`config.mk`:
```
export PLATFORM = sky130hd
export DESIGN_NAME = nic_descriptor_queue_registers
export DESIGN_NICKNAME = d
export VERILOG_FILES = /design/src/rtl/core/nicdq_pkg.sv /design/src/rtl/core/nic_descriptor_queue_registers.sv /design/src/rtl/core/nicdq_ctrl.sv /design/src/rtl/core/nicdq_datapath.sv
export VERILOG_INCLUDE_DIRS = /design/src /design/src/rtl/core
export SDC_FILE = /design/constraint.sdc
export NUM_CORES = 2
export LEC_CHECK = 0
export BUFFER_PORTS_ARGS = -buffer_cell sky130_fd_sc_hd__buf_2
export CORE_ASPECT_RATIO = 1.4
export CORE_MARGIN = 2
export CORE_UTILIZATION = 50
export DETAILED_ROUTE_END_ITERATION = 6
export GPL_TIMING_DRIVEN = 0
export PLACE_DENSITY = 0.74
export SYNTH_ARGS = -nofsm -noshare
export SYNTH_HDL_FRONTEND = slang
export SYNTH_SLANG_ARGS = --single-unit
```
`constraint.sdc`:
```
create_clock -name clk -period 11.3 [get_ports clk]
set_input_delay 1.695 -clock clk [delete_from_list [all_inputs] [get_ports clk]]
set_output_delay 1.695 -clock clk [all_outputs]
set_load 0.01 [all_outputs]
```
`src/rtl/core/nic_descriptor_queue_registers_defines.svh`:
```
// ----------------------------------------------------------------------------
// NIC descriptor queue registers: assertion macros
// Shared macros for concurrent checks on the descriptor queue block.
// ----------------------------------------------------------------------------
`ifndef NIC_DESCRIPTOR_QUEUE_REGISTERS_DEFINES_SVH
`define NIC_DESCRIPTOR_QUEUE_REGISTERS_DEFINES_SVH

`define NICDQ_ASSERT(lbl, clk_s, rst_s, prop, msg) \
  lbl: assert property (@(posedge clk_s) disable iff (!rst_s) prop) else $error(msg);

`define NICDQ_CHECK(lbl, prop, msg) \
  `NICDQ_ASSERT(lbl, clk, rst_n, prop, msg)

`endif

```
`src/rtl/core/nicdq_pkg.sv`:
```
// ----------------------------------------------------------------------------
// NIC descriptor queue package
// Field widths, request kinds, register offsets, error codes and the
// command bundle between controller and datapath.
// ----------------------------------------------------------------------------
package nicdq_pkg;

  localparam int DATA_W  = 64;
  localparam int ADDR_W  = 48;
  localparam int LEN_W   = 16;
  localparam int COUNT_W = 4;

  localparam logic [1:0] REQ_WRITE = 2'd0;
  localparam logic [1:0] REQ_READ  = 2'd1;
  localparam logic [1:0] REQ_TX    = 2'd2;
  localparam logic [1:0] REQ_RX    = 2'd3;

  localparam logic [4:0] OFF_SEND_REQ  = 5'd0;
  localparam logic [4:0] OFF_RECV_REQ  = 5'd8;
  localparam logic [4:0] OFF_SEND_COMP = 5'd16;
  localparam logic [4:0] OFF_RECV_COMP = 5'd18;
  localparam logic [4:0] OFF_COUNTS    = 5'd20;
  localparam logic [4:0] OFF_MACADDR   = 5'd24;

  localparam logic [1:0] ERR_OK     = 2'd0;
  localparam logic [1:0] ERR_FULL   = 2'd1;
  localparam logic [1:0] ERR_EMPTY  = 2'd2;
  localparam logic [1:0] ERR_OFFSET = 2'd3;

  typedef struct packed {
    logic latch;
    logic commit;
  } nicdq_cmd_t;

endpackage

```
`src/rtl/core/nic_descriptor_queue_registers.sv`:
```
// ----------------------------------------------------------------------------
// NIC descriptor queue registers: top level
// Takes one request at a time: the request latch stores it on acceptance, and the
// queue commit registers the result once the previous result has been taken or is being taken.
// Synchronous active-low reset empties all queues and clears the MAC address.
// ----------------------------------------------------------------------------
`include "nic_descriptor_queue_registers_defines.svh"

module nic_descriptor_queue_registers
  import nicdq_pkg::*;
#(
  parameter int QUEUE_DEPTH = 8
) (
  input  logic                clk,
  input  logic                rst_n,
  input  logic                cfg_valid,
  output logic                cfg_ready,
  input  logic [ADDR_W-1:0]   cfg_data,
  input  logic                in_valid,
  output logic                in_ready,
  input  logic [1:0]          in_req_type,
  input  logic [4:0]          in_reg_offset,
  input  logic [DATA_W-1:0]   in_write_data,
  input  logic [LEN_W-1:0]    in_frame_length,
  output logic                out_valid,
  input  logic                out_ready,
  output logic [DATA_W-1:0]   out_read_data,
  output logic [ADDR_W-1:0]   out_dma_address,
  output logic [LEN_W-1:0]    out_dma_length,
  output logic                out_dma_valid,
  output logic [1:0]          out_error_code,
  output logic                out_irq_pending
);

  nicdq_cmd_t cmd;

  assign cfg_ready = 1'b1;

  nicdq_ctrl u_ctrl (
    .clk       (clk),
    .rst_n     (rst_n),
    .in_valid  (in_valid),
    .in_ready  (in_ready),
    .out_valid (out_valid),
    .out_ready (out_ready),
    .cmd       (cmd)
  );

  nicdq_datapath #(
    .QUEUE_DEPTH (QUEUE_DEPTH)
  ) u_datapath (
    .clk             (clk),
    .rst_n           (rst_n),
    .cmd             (cmd),
    .cfg_we          (cfg_valid && cfg_ready),
    .cfg_data        (cfg_data),
    .in_req_type     (in_req_type),
    .in_reg_offset   (in_reg_offset),
    .in_write_data   (in_write_data),
    .in_frame_length (in_frame_length),
    .out_read_data   (out_read_data),
    .out_dma_address (out_dma_address),
    .out_dma_length  (out_dma_length),
    .out_dma_valid   (out_dma_valid),
    .out_error_code  (out_error_code),
    .out_irq_pending (out_irq_pending)
  );

  `NICDQ_CHECK(a_busy_after_accept, (in_valid && in_ready) |=> !in_ready, "accepted while busy")
  `NICDQ_CHECK(a_dma_no_error, (out_valid && out_dma_valid) |-> (out_error_code == ERR_OK), "dma with error")
  `NICDQ_CHECK(a_dma_no_rdata, (out_valid && out_dma_valid) |-> (out_read_data == '0), "dma with read data")

endmodule

```
`src/rtl/core/nicdq_ctrl.sv`:
```
// ----------------------------------------------------------------------------
// NIC descriptor queue controller
// Sequences one request at a time and owns the result valid flag.
// ----------------------------------------------------------------------------
module nicdq_ctrl
  import nicdq_pkg::*;
(
  input  logic       clk,
  input  logic       rst_n,
  input  logic       in_valid,
  output logic       in_ready,
  output logic       out_valid,
  input  logic       out_ready,
  output nicdq_cmd_t cmd
);

  typedef enum logic {
    ST_IDLE,
    ST_EXEC
  } state_t;

  state_t state_r, state_nxt;
  logic   out_valid_r, out_valid_nxt;

  assign in_ready   = (state_r == ST_IDLE);
  assign out_valid  = out_valid_r;
  assign cmd.latch  = in_valid && in_ready;
  assign cmd.commit = (state_r == ST_EXEC) && (!out_valid_r || out_ready);

  always_comb begin
    state_nxt     = state_r;
    out_valid_nxt = out_valid_r && !out_ready;
    unique case (state_r)
      ST_IDLE: begin
        if (cmd.latch) begin
          state_nxt = ST_EXEC;
        end
      end
      ST_EXEC: begin
        if (cmd.commit) begin
          state_nxt     = ST_IDLE;
          out_valid_nxt = 1'b1;
        end
      end
      default: state_nxt = ST_IDLE;
    endcase
  end

  always_ff @(posedge clk) begin
    if (!rst_n) begin
      state_r     <= ST_IDLE;
      out_valid_r <= 1'b0;
    end else begin
      state_r     <= state_nxt;
      out_valid_r <= out_valid_nxt;
    end
  end

endmodule

```
`src/rtl/core/nicdq_datapath.sv`:
```
// ----------------------------------------------------------------------------
// NIC descriptor queue datapath
// Request and completion queues, the station address register and the
// result register.
// ----------------------------------------------------------------------------
module nicdq_datapath
  import nicdq_pkg::*;
#(
  parameter int QUEUE_DEPTH = 8
) (
  input  logic                clk,
  input  logic                rst_n,
  input  nicdq_cmd_t          cmd,
  input  logic                cfg_we,
  input  logic [ADDR_W-1:0]   cfg_data,
  input  logic [1:0]          in_req_type,
  input  logic [4:0]          in_reg_offset,
  input  logic [DATA_W-1:0]   in_write_data,
  input  logic [LEN_W-1:0]    in_frame_length,
  output logic [DATA_W-1:0]   out_read_data,
  output logic [ADDR_W-1:0]   out_dma_address,
  output logic [LEN_W-1:0]    out_dma_length,
  output logic                out_dma_valid,
  output logic [1:0]          out_error_code,
  output logic                out_irq_pending
);

  localparam int PW = $clog2(QUEUE_DEPTH);
  localparam int FW = $clog2(QUEUE_DEPTH + 1);
  localparam int SW = FW + 1;
  localparam logic [FW-1:0] FULL_FILL = FW'(QUEUE_DEPTH);
  localparam logic [PW-1:0] LAST_SLOT = PW'(QUEUE_DEPTH - 1);

  logic [1:0]        req_type_r;
  logic [4:0]        reg_offset_r;
  logic [DATA_W-1:0] write_data_r;
  logic [LEN_W-1:0]  frame_length_r;
  logic [ADDR_W-1:0] mac_r;

  logic [DATA_W-1:0] sreq_mem [QUEUE_DEPTH];
  logic [ADDR_W-1:0] rreq_mem [QUEUE_DEPTH];
  logic [LEN_W-1:0]  rdone_mem [QUEUE_DEPTH];
  logic [DATA_W-1:0] sreq_rd_r;
  logic [ADDR_W-1:0] rreq_rd_r;
  logic [LEN_W-1:0]  rdone_rd_r;

  logic [PW-1:0] sreq_head_r, sreq_head_nxt;
  logic [FW-1:0] sreq_fill_r, sreq_fill_nxt;
  logic [PW-1:0] rreq_head_r, rreq_head_nxt;
  logic [FW-1:0] rreq_fill_r, rreq_fill_nxt;
  logic [FW-1:0] sdone_fill_r, sdone_fill_nxt;
  logic [PW-1:0] rdone_head_r, rdone_head_nxt;
  logic [FW-1:0] rdone_fill_r, rdone_fill_nxt;

  logic [PW-1:0] sreq_tail, rreq_tail, rdone_tail;
  logic          sreq_push, rreq_push, rdone_push;

  logic [DATA_W-1:0] rdata;
  logic [ADDR_W-1:0] daddr;
  logic [LEN_W-1:0]  dlen;
  logic              dvalid;
  logic [1:0]        err;

  logic [DATA_W-1:0] read_data_r;
  logic [ADDR_W-1:0] dma_address_r;
  logic [LEN_W-1:0]  dma_length_r;
  logic              dma_valid_r;
  logic [1:0]        error_code_r;
  logic              irq_pending_r;

  function automatic logic [PW-1:0] slot_add(input logic [PW-1:0] head,
                                             input logic [FW-1:0] fill);
    logic [SW-1:0] sum;
    sum = SW'(head) + SW'(fill);
    if (sum >= SW'(QUEUE_DEPTH)) begin
      sum = sum - SW'(QUEUE_DEPTH);
    end
    return sum[PW-1:0];
  endfunction

  function automatic logic [PW-1:0] slot_next(input logic [PW-1:0] head);
    return (head == LAST_SLOT) ? '0 : head + PW'(1);
  endfunction

  assign sreq_tail  = slot_add(sreq_head_r, sreq_fill_r);
  assign rreq_tail  = slot_add(rreq_head_r, rreq_fill_r);
  assign rdone_tail = slot_add(rdone_head_r, rdone_fill_r);

  always_comb begin
    rdata          = '0;
    daddr          = '0;
    dlen           = '0;
    dvalid         = 1'b0;
    err            = ERR_OK;
    sreq_push      = 1'b0;
    rreq_push      = 1'b0;
    rdone_push     = 1'b0;
    sreq_head_nxt  = sreq_head_r;
    sreq_fill_nxt  = sreq_fill_r;
    rreq_head_nxt  = rreq_head_r;
    rreq_fill_nxt  = rreq_fill_r;
    sdone_fill_nxt = sdone_fill_r;
    rdone_head_nxt = rdone_head_r;
    rdone_fill_nxt = rdone_fill_r;
    unique case (req_type_r)
      REQ_WRITE: begin
        unique case (reg_offset_r)
          OFF_SEND_REQ: begin
            if (sreq_fill_r == FULL_FILL) begin
              err = ERR_FULL;
            end else begin
              sreq_push     = 1'b1;
              sreq_fill_nxt = sreq_fill_r + FW'(1);
            end
          end
          OFF_RECV_REQ: begin
            if (rreq_fill_r == FULL_FILL) begin
              err = ERR_FULL;
            end else begin
              rreq_push     = 1'b1;
              rreq_fill_nxt = rreq_fill_r + FW'(1);
            end
          end
          default: err = ERR_OFFSET;
        endcase
      end
      REQ_READ: begin
        unique case (reg_offset_r)
          OFF_SEND_COMP: begin
            if (sdone_fill_r == '0) begin
              err = ERR_EMPTY;
            end else begin
              sdone_fill_nxt = sdone_fill_r - FW'(1);
            end
          end
          OFF_RECV_COMP: begin
            if (rdone_fill_r == '0) begin
              err = ERR_EMPTY;
            end else begin
              rdata          = DATA_W'(rdone_rd_r);
              rdone_head_nxt = slot_next(rdone_head_r);
              rdone_fill_nxt = rdone_fill_r - FW'(1);
            end
          end
          OFF_COUNTS: begin
            rdata = DATA_W'({COUNT_W'(rdone_fill_r), COUNT_W'(sdone_fill_r),
                             COUNT_W'(FULL_FILL - rreq_fill_r),
                             COUNT_W'(FULL_FILL - sreq_fill_r)});
          end
          OFF_MACADDR: rdata = DATA_W'(mac_r);
          default:     err = ERR_OFFSET;
        endcase
      end
      REQ_TX: begin
        if (sreq_fill_r == '0) begin
          err = ERR_EMPTY;
        end else if (sdone_fill_r == FULL_FILL) begin
          err = ERR_FULL;
        end else begin
          daddr          = sreq_rd_r[ADDR_W-1:0];
          dlen           = sreq_rd_r[DATA_W-1:ADDR_W];
          dvalid         = 1'b1;
          sreq_head_nxt  = slot_next(sreq_head_r);
          sreq_fill_nxt  = sreq_fill_r - FW'(1);
          sdone_fill_nxt = sdone_fill_r + FW'(1);
        end
      end
      REQ_RX: begin
        if (rreq_fill_r == '0) begin
          err = ERR_EMPTY;
        end else if (rdone_fill_r == FULL_FILL) begin
          err = ERR_FULL;
        end else begin
          daddr          = rreq_rd_r;
          dlen           = frame_length_r;
          dvalid         = 1'b1;
          rdone_push     = 1'b1;
          rreq_head_nxt  = slot_next(rreq_head_r);
          rreq_fill_nxt  = rreq_fill_r - FW'(1);
          rdone_fill_nxt = rdone_fill_r + FW'(1);
        end
      end
      default: err = ERR_OK;
    endcase
  end

  always_ff @(posedge clk) begin
    sreq_rd_r  <= sreq_mem[sreq_head_r];
    rreq_rd_r  <= rreq_mem[rreq_head_r];
    rdone_rd_r <= rdone_mem[rdone_head_r];
    if (cmd.commit && sreq_push) begin
      sreq_mem[sreq_tail] <= write_data_r;
    end
    if (cmd.commit && rreq_push) begin
      rreq_mem[rreq_tail] <= write_data_r[ADDR_W-1:0];
    end
    if (cmd.commit && rdone_push) begin
      rdone_mem[rdone_tail] <= frame_length_r;
    end
  end

  always_ff @(posedge clk) begin
    if (cmd.latch) begin
      req_type_r     <= in_req_type;
      reg_offset_r   <= in_reg_offset;
      write_data_r   <= in_write_data;
      frame_length_r <= in_frame_length;
    end
    if (cmd.commit) begin
      read_data_r   <= rdata;
      dma_address_r <= daddr;
      dma_length_r  <= dlen;
      dma_valid_r   <= dvalid;
      error_code_r  <= err;
      irq_pending_r <= (sdone_fill_nxt != '0) || (rdone_fill_nxt != '0);
    end
  end

  always_ff @(posedge clk) begin
    if (!rst_n) begin
      mac_r        <= '0;
      sreq_head_r  <= '0;
      sreq_fill_r  <= '0;
      rreq_head_r  <= '0;
      rreq_fill_r  <= '0;
      sdone_fill_r <= '0;
      rdone_head_r <= '0;
      rdone_fill_r <= '0;
    end else begin
      if (cfg_we) begin
        mac_r <= cfg_data;
      end
      if (cmd.commit) begin
        sreq_head_r  <= sreq_head_nxt;
        sreq_fill_r  <= sreq_fill_nxt;
        rreq_head_r  <= rreq_head_nxt;
        rreq_fill_r  <= rreq_fill_nxt;
        sdone_fill_r <= sdone_fill_nxt;
        rdone_head_r <= rdone_head_nxt;
        rdone_fill_r <= rdone_fill_nxt;
      end
    end
  end

  assign out_read_data   = read_data_r;
  assign out_dma_address = dma_address_r;
  assign out_dma_length  = dma_length_r;
  assign out_dma_valid   = dma_valid_r;
  assign out_error_code  = error_code_r;
  assign out_irq_pending = irq_pending_r;

endmodule

```
# Word level (Yosys, flattened, before mapping)
# Memory sizes are Yosys's and may differ from the RTL's. A register that Yosys moved wholly into a read port is not among the register bits.
# Index checks and enable logic that the tools add are counted.
dict set report totals {
  reg_bits 294
  latch_bits 0
  mem_bits_rw 1024
  romBits 0
  in_bits 140
  out_inout_bits 135
  elab_cells 172
  n_memories 3
}
# name depth word_bits rd rd_clocked_by_memory_dff wr line
set memory_table {}
lappend memory_table {u_datapath.sreq_mem 8 64 1 1 1 nicdq_datapath.sv:40} ;# logic [DATA_W-1:0] sreq_mem [QUEUE_DEPTH];
lappend memory_table {u_datapath.rreq_mem 8 48 1 1 1 nicdq_datapath.sv:41} ;# logic [ADDR_W-1:0] rreq_mem [QUEUE_DEPTH];
lappend memory_table {u_datapath.rdone_mem 8 16 1 1 1 nicdq_datapath.sv:42} ;# logic [LEN_W-1:0] rdone_mem [QUEUE_DEPTH];
dict set report op_classes {
  add_sub_neg 19
  n_mul 0
  div_mod_pow 0
  magnitude_cmp 3
  n_eq_ne 23
  shifts 0
  mux 72
  bitwise_logic 6
  n_reduce_logical 26
}
# op count
set op_table {}
lappend op_table {{two-way mux 48 bit} 4}
lappend op_table {{one-hot mux 64 bit (3 select lines)} 1}
lappend op_table {{one-hot mux 48 bit (2 select lines)} 1}
lappend op_table {{two-way mux 16 bit} 5}
lappend op_table {{two-way mux 4 bit} 16}
lappend op_table {{one-hot mux 16 bit (2 select lines)} 1}
lappend op_table {{one-hot mux 4 bit (2 select lines)} 4}
lappend op_table {{two-way mux 1 bit} 25}
lappend op_table {{equality test 5 bit, second input constant} 4}
lappend op_table {{two-way mux 3 bit} 6}
lappend op_table {{adder 4 x 1 -> 4 bit, second input constant} 4}
lappend op_table {{equality test 4 bit, second input constant} 4}
lappend op_table {{zero test 4 bit} 4}
lappend op_table {{inequality test 2 bit, second input constant} 8}
lappend op_table {{subtractor 4 x 1 -> 4 bit, second input constant} 4}
lappend op_table {{adder 3 x 4 -> 5 bit} 3}
lappend op_table {{greater-or-equal comparator 5 x 4 -> 1 bit, second input constant} 3}
lappend op_table {{AND reduction 4 bit} 3}
lappend op_table {{AND reduction 6 bit} 2}
lappend op_table {{adder 3 x 1 -> 3 bit, second input constant} 3}
lappend op_table {{equality test 3 bit, second input constant} 3}
lappend op_table {{subtractor 3 x 1 -> 3 bit, second input constant} 3}
lappend op_table {{two-way mux 2 bit} 4}
lappend op_table {{one-hot mux 2 bit (4 select lines)} 1}
lappend op_table {{16 further kinds} 33}

# Longest topological paths before layout
dict set report logic_depth {
  ltp_word 7
  depth_mapped 10
  depth_no_buf 9
}

# Modules after synthesis
# A second synthesis with hierarchy kept.
dict set report hier_totals {
  cells_unflattened 2474
  hier_area_um2 52434.0
}
# mod instances cells_each area_each_um2 seq_area_each_um2
set modules_own_cells {}
lappend modules_own_cells {nicdq_datapath 1 2463 52320.2 40869.2}
lappend modules_own_cells {nicdq_ctrl 1 9 102.6 40.0}
lappend modules_own_cells {nic_descriptor_queue_registers 1 2 11.3 0.0}

# Worst setup path before layout
# Ideal clock, no wire load.
dict set report synth_path {
  path_type {input port to flip-flop}
  startpoint {in out_ready}
  endpoint {mem u_datapath.sreq_mem[0][0] (enable)}
  setup_time_ps 565
  arrival_ps 8510
  required_ps 10735
  setup_slack_ps 2225
  stages 8
  n_path_buf 1
  path_cell_list {nand2b_1 -> nand2_1 -> buf_1 -> inv_2 -> nand2_1 -> nor3_1 -> nand2b_1 -> nor3_1}
}
# element line
set synth_lines {}
lappend synth_lines {{start: declaration} nic_descriptor_queue_registers.sv:26} ;# input logic out_ready,
lappend synth_lines {{end: declaration} nicdq_datapath.sv:40}

==> results.md <==
* Outcome: finished, violations left
* Violated checks: design-rule violations
* Critical Path AT at 5400 ps
* RSZ-0062 raised after global routing: no
* Aggregate negative setup slack at 0 ps
* Via Count at roughly 26000
* CTS max path bufs at 3
* PortBufs at about 260
* Yosys cell types at 69
* Layout cells sized above 1 at 33.6%
* Area Growth Syn to Fin at 16.9%
* Register area share after synthesis at between 70% and 80%
* Largest cells by area after synthesis: edfxtp_1 (70%), mux4_2 (11%), dfxtp_1 (7.7%)
* Crit-path max FO at 36
* Clk sinks at about 1400
* Hold Path Depth at 2
* Die ar. at about 110000 um^2
* Setup bufs post-CTS at 0
* Nets at 3141
* Startpoint type of the worst setup path: input pin
* Largest net degree at the start of global routing at 91
* Vias in the first global route at roughly 27000
* Commonest cells post-synth: edfxtp_1 (1227), mux4_2 (256), dfxtp_1 (203), mux2_2 (131), nor2_1 (109)
* TritonCTS clock tree: yes
* Cell Pwr Density at approximately 170 nW/um^2
* Leak at roughly 20 nW
* Most common cell in the synthesized netlist: edfxtp_1
* Worst hold start: u_datapath.mac_r[32]
* GRT overflow at 0
* Setup Skew at roughly 27 ps
* R2r setup slk at roughly 7100 ps
* FMAX at between 200 and 250 MHz
* Fillers at roughly 7200
* Max-slew violations at 0
* Diodes inserted at 0
* Final WS setup at approximately 6400 ps
* Final Hold Violating Endpoints at 0
* # DRC at 2
* Register bit total from synthesis at about 1400
* Global-route wire length before repair at ~180000 um
* Predominant post-synthesis flop cell: edfxtp_1
* Min-delay worst type: reg -> reg
* Post-synth top area cell: edfxtp_1
* Clk pin slew, worst setup/hold paths at 60 ps
* FP Rows at 140
* ANT nets after route at 0
* WL/cell at 27.5 um
* Async S/R FF share, synth at 0%
* Via-per-instance ratio at between 5 and 6
* RR Startpoint: u_ctrl.state_r
* Num CTS Buffers at 130
* Period utilization at a little over two fifths
* Final HPWL DP at 80700 um
* Starting density of the core at 50.4%
* FF-to-FF path depth at 13
* Clock tree root buffer cell: clkbuf_16
* Clk_lat worst skew at 760 ps
* Post-CTS sizing at 0
* Normalized max-slew margin at between 30% and 40%
* Mean post-synth cell area at approximately 21 um^2
* GP Congestion at 0.888
* Yosys top cell area share at roughly 70%
* WHS Endpoint: u_datapath.mac_r[32]
* Hold slack at just under 500 ps
* Reg-to-reg endpoint: u_datapath.sreq_mem[0][34]
* Pre-CTS setup slack at between 5000 and 6000 ps
* Instance count of the mapped netlist at 2481
* Fin util at around 60%
* DRT Wirelength at about 120000 um
* Number of flops mapped to enable cells by yosys at approximately 1200
* Final Setup Violations at 0
* Clock H-tree levels at 4
* Die Width at 278 um
* Non-Filler Instances at between 4000 and 5000
* IO Pins at approximately 280
* Chip height at ~390 um
* Drt first pass iters at 7
* Core Region at 104000 um^2
* DP Cell Count at about 4200
* Ys Warns at 0
* Max IR drop VDD at 0.153 mV
* Max-Cap Viols at 0
* Initial antenna violation count at 2
* Mapped cell area at between 50000 and 60000 um^2
* Initial DRC Count at roughly 2400
* Tot GR Track Use at roughly 23%
* # hold bufs at CTS at 0
* Tmin final at 4950 ps
* Critical Path End Type: flip-flop
* Critical path class: in -> reg
* CP Data Required Time at 11750 ps
* Measured slew at the worst slew-check pin at ~1000 ps
-- final cells by class --
class                           count  area (um^2)  area share (%)
Buffer                            146          704            1.15
Clock buffer                      181         3700            6.03
Clock inverter                     59          701            1.14
Inverter                           18         72.6           0.118
Multi-Input combinational cell    902        11000            17.9
Sequential cell                  1430        40900            66.7
Tap cell                         1349         1690            2.75
Timing Repair Buffer              345         2580            4.20
-- cells in the final DEF (no fill, tap or decap), types with 8 or more instances in the layout --
master	instances
a21oi_1	21
nand2_1	35
buf_8	13
ha_1	23
nor2_2	8
clkbuf_1	103
mux2i_1	53
inv_1	16
nand2b_1	11
mux2_2	131
mux4_2	256
conb_1	17
a22o_1	64
nor2_1	95
buf_2	291
clkbuf_8	15
nor3_2	10
xnor2_1	15
clkinv_1	9
a222oi_1	14
buf_16	9
nor2_4	8
buf_1	15
buf_4	22
o21ai_0	8
dfxtp_1	203
nor3_1	9
buf_12	13
clkbuf_16	135
and3_1	33
clkinv_2	19
edfxtp_1	1227
bufinv_16	12
buf_6	56
-- stage by stage --
step / power, W / instance area [um^2]
after floorplan: 0.00610 / 52500
after global placement: 0.00624 / 55500
after detailed placement: 0.00625 / 57000
after CTS: 0.0107 / 61400
after global routing: 0.0109 / 61400
final: 0.0106 / 61400
-- report_power, final --
group          internal [W]  switching (W)
clock network       0.00259        0.00191
registers           0.00580      0.0000829
logic             0.0000983       0.000160
-- worst max-delay path, cell delays in order --
cell and delay (ps):
buf_2 80, nand2b_1 110, nand2_1 170, buf_1 360, inv_6 480, nand2_1 240, nor3_1 320, nand2b_1 260
nor3_2 570, buf_6 240, buf_6 170, buf_6 170, buf_6 180, buf_6 170, buf_8 150
-- worst max path at each step --
| stage | slack (ps) | cells after the start | start | endpoint |
|---|---|---|---|---|
| final | 6350 | 15 | out_ready | u_datapath.sreq_mem[0][34] |
| after global routing | 6090 | 15 | out_ready | u_datapath.sreq_mem[0][35] |
| after floorplan | 2230 | 8 | out_ready | u_datapath.sreq_mem[0][0] |
| after detailed placement | 5560 | 15 | out_ready | u_datapath.sreq_mem[0][35] |
| after global placement | -4590 | 9 | out_ready | u_datapath.sreq_mem[0][35] |
| after CTS | 6310 | 15 | out_ready | u_datapath.sreq_mem[0][35] |
-- sequential cells by signal, summed over array words and instances, names as in the netlist, 4 cells and up --
signal	flops
u_datapath.sreq_mem	512
u_datapath.out_read_data	48
u_datapath.rreq_mem	384
u_datapath.mac_r	48
u_datapath.rdone_rd_r	16
u_datapath.rreq_rd_r	48
u_datapath.rdone_fill_r	4
u_datapath.write_data_r	64
u_datapath.reg_offset_r	5
u_datapath.out_dma_address	48
u_datapath.sreq_fill_r	4
u_datapath.sreq_rd_r	64
u_datapath.rreq_fill_r	4
u_datapath.out_dma_length	16
u_datapath.frame_length_r	16
u_datapath.rdone_mem	128
u_datapath.sdone_fill_r	4
-- metal layers --
metal / track usage, % / vias up / routed length, um / share of wire [%]
met5: 0 / - / 12 / 0.0099
li1: - / 11000 / - / -
met2: 40.2 / 1361 / 64200 / 53
met4: 9.28 / 2 / 4660 / 3.8
met1: 27.7 / 13500 / 44400 / 36
met3: 4.02 / 271 / 8480 / 7.0
-- kinds of logic after synthesis --
kind of cell | count (synthesis) | share of synthesized area (%)
compound gates | 146 | 2.26
xor+xnor | 21 | 0.350
fa+ha+maj | 28 | 0.739
buf+inv | 164 | 1.47
flops | 1430 | 77.9
mux | 440 | 14.8
other cells | 2 | 0.0143
simple gates | 250 | 2.41
Power figures use the tool's default switching activity.
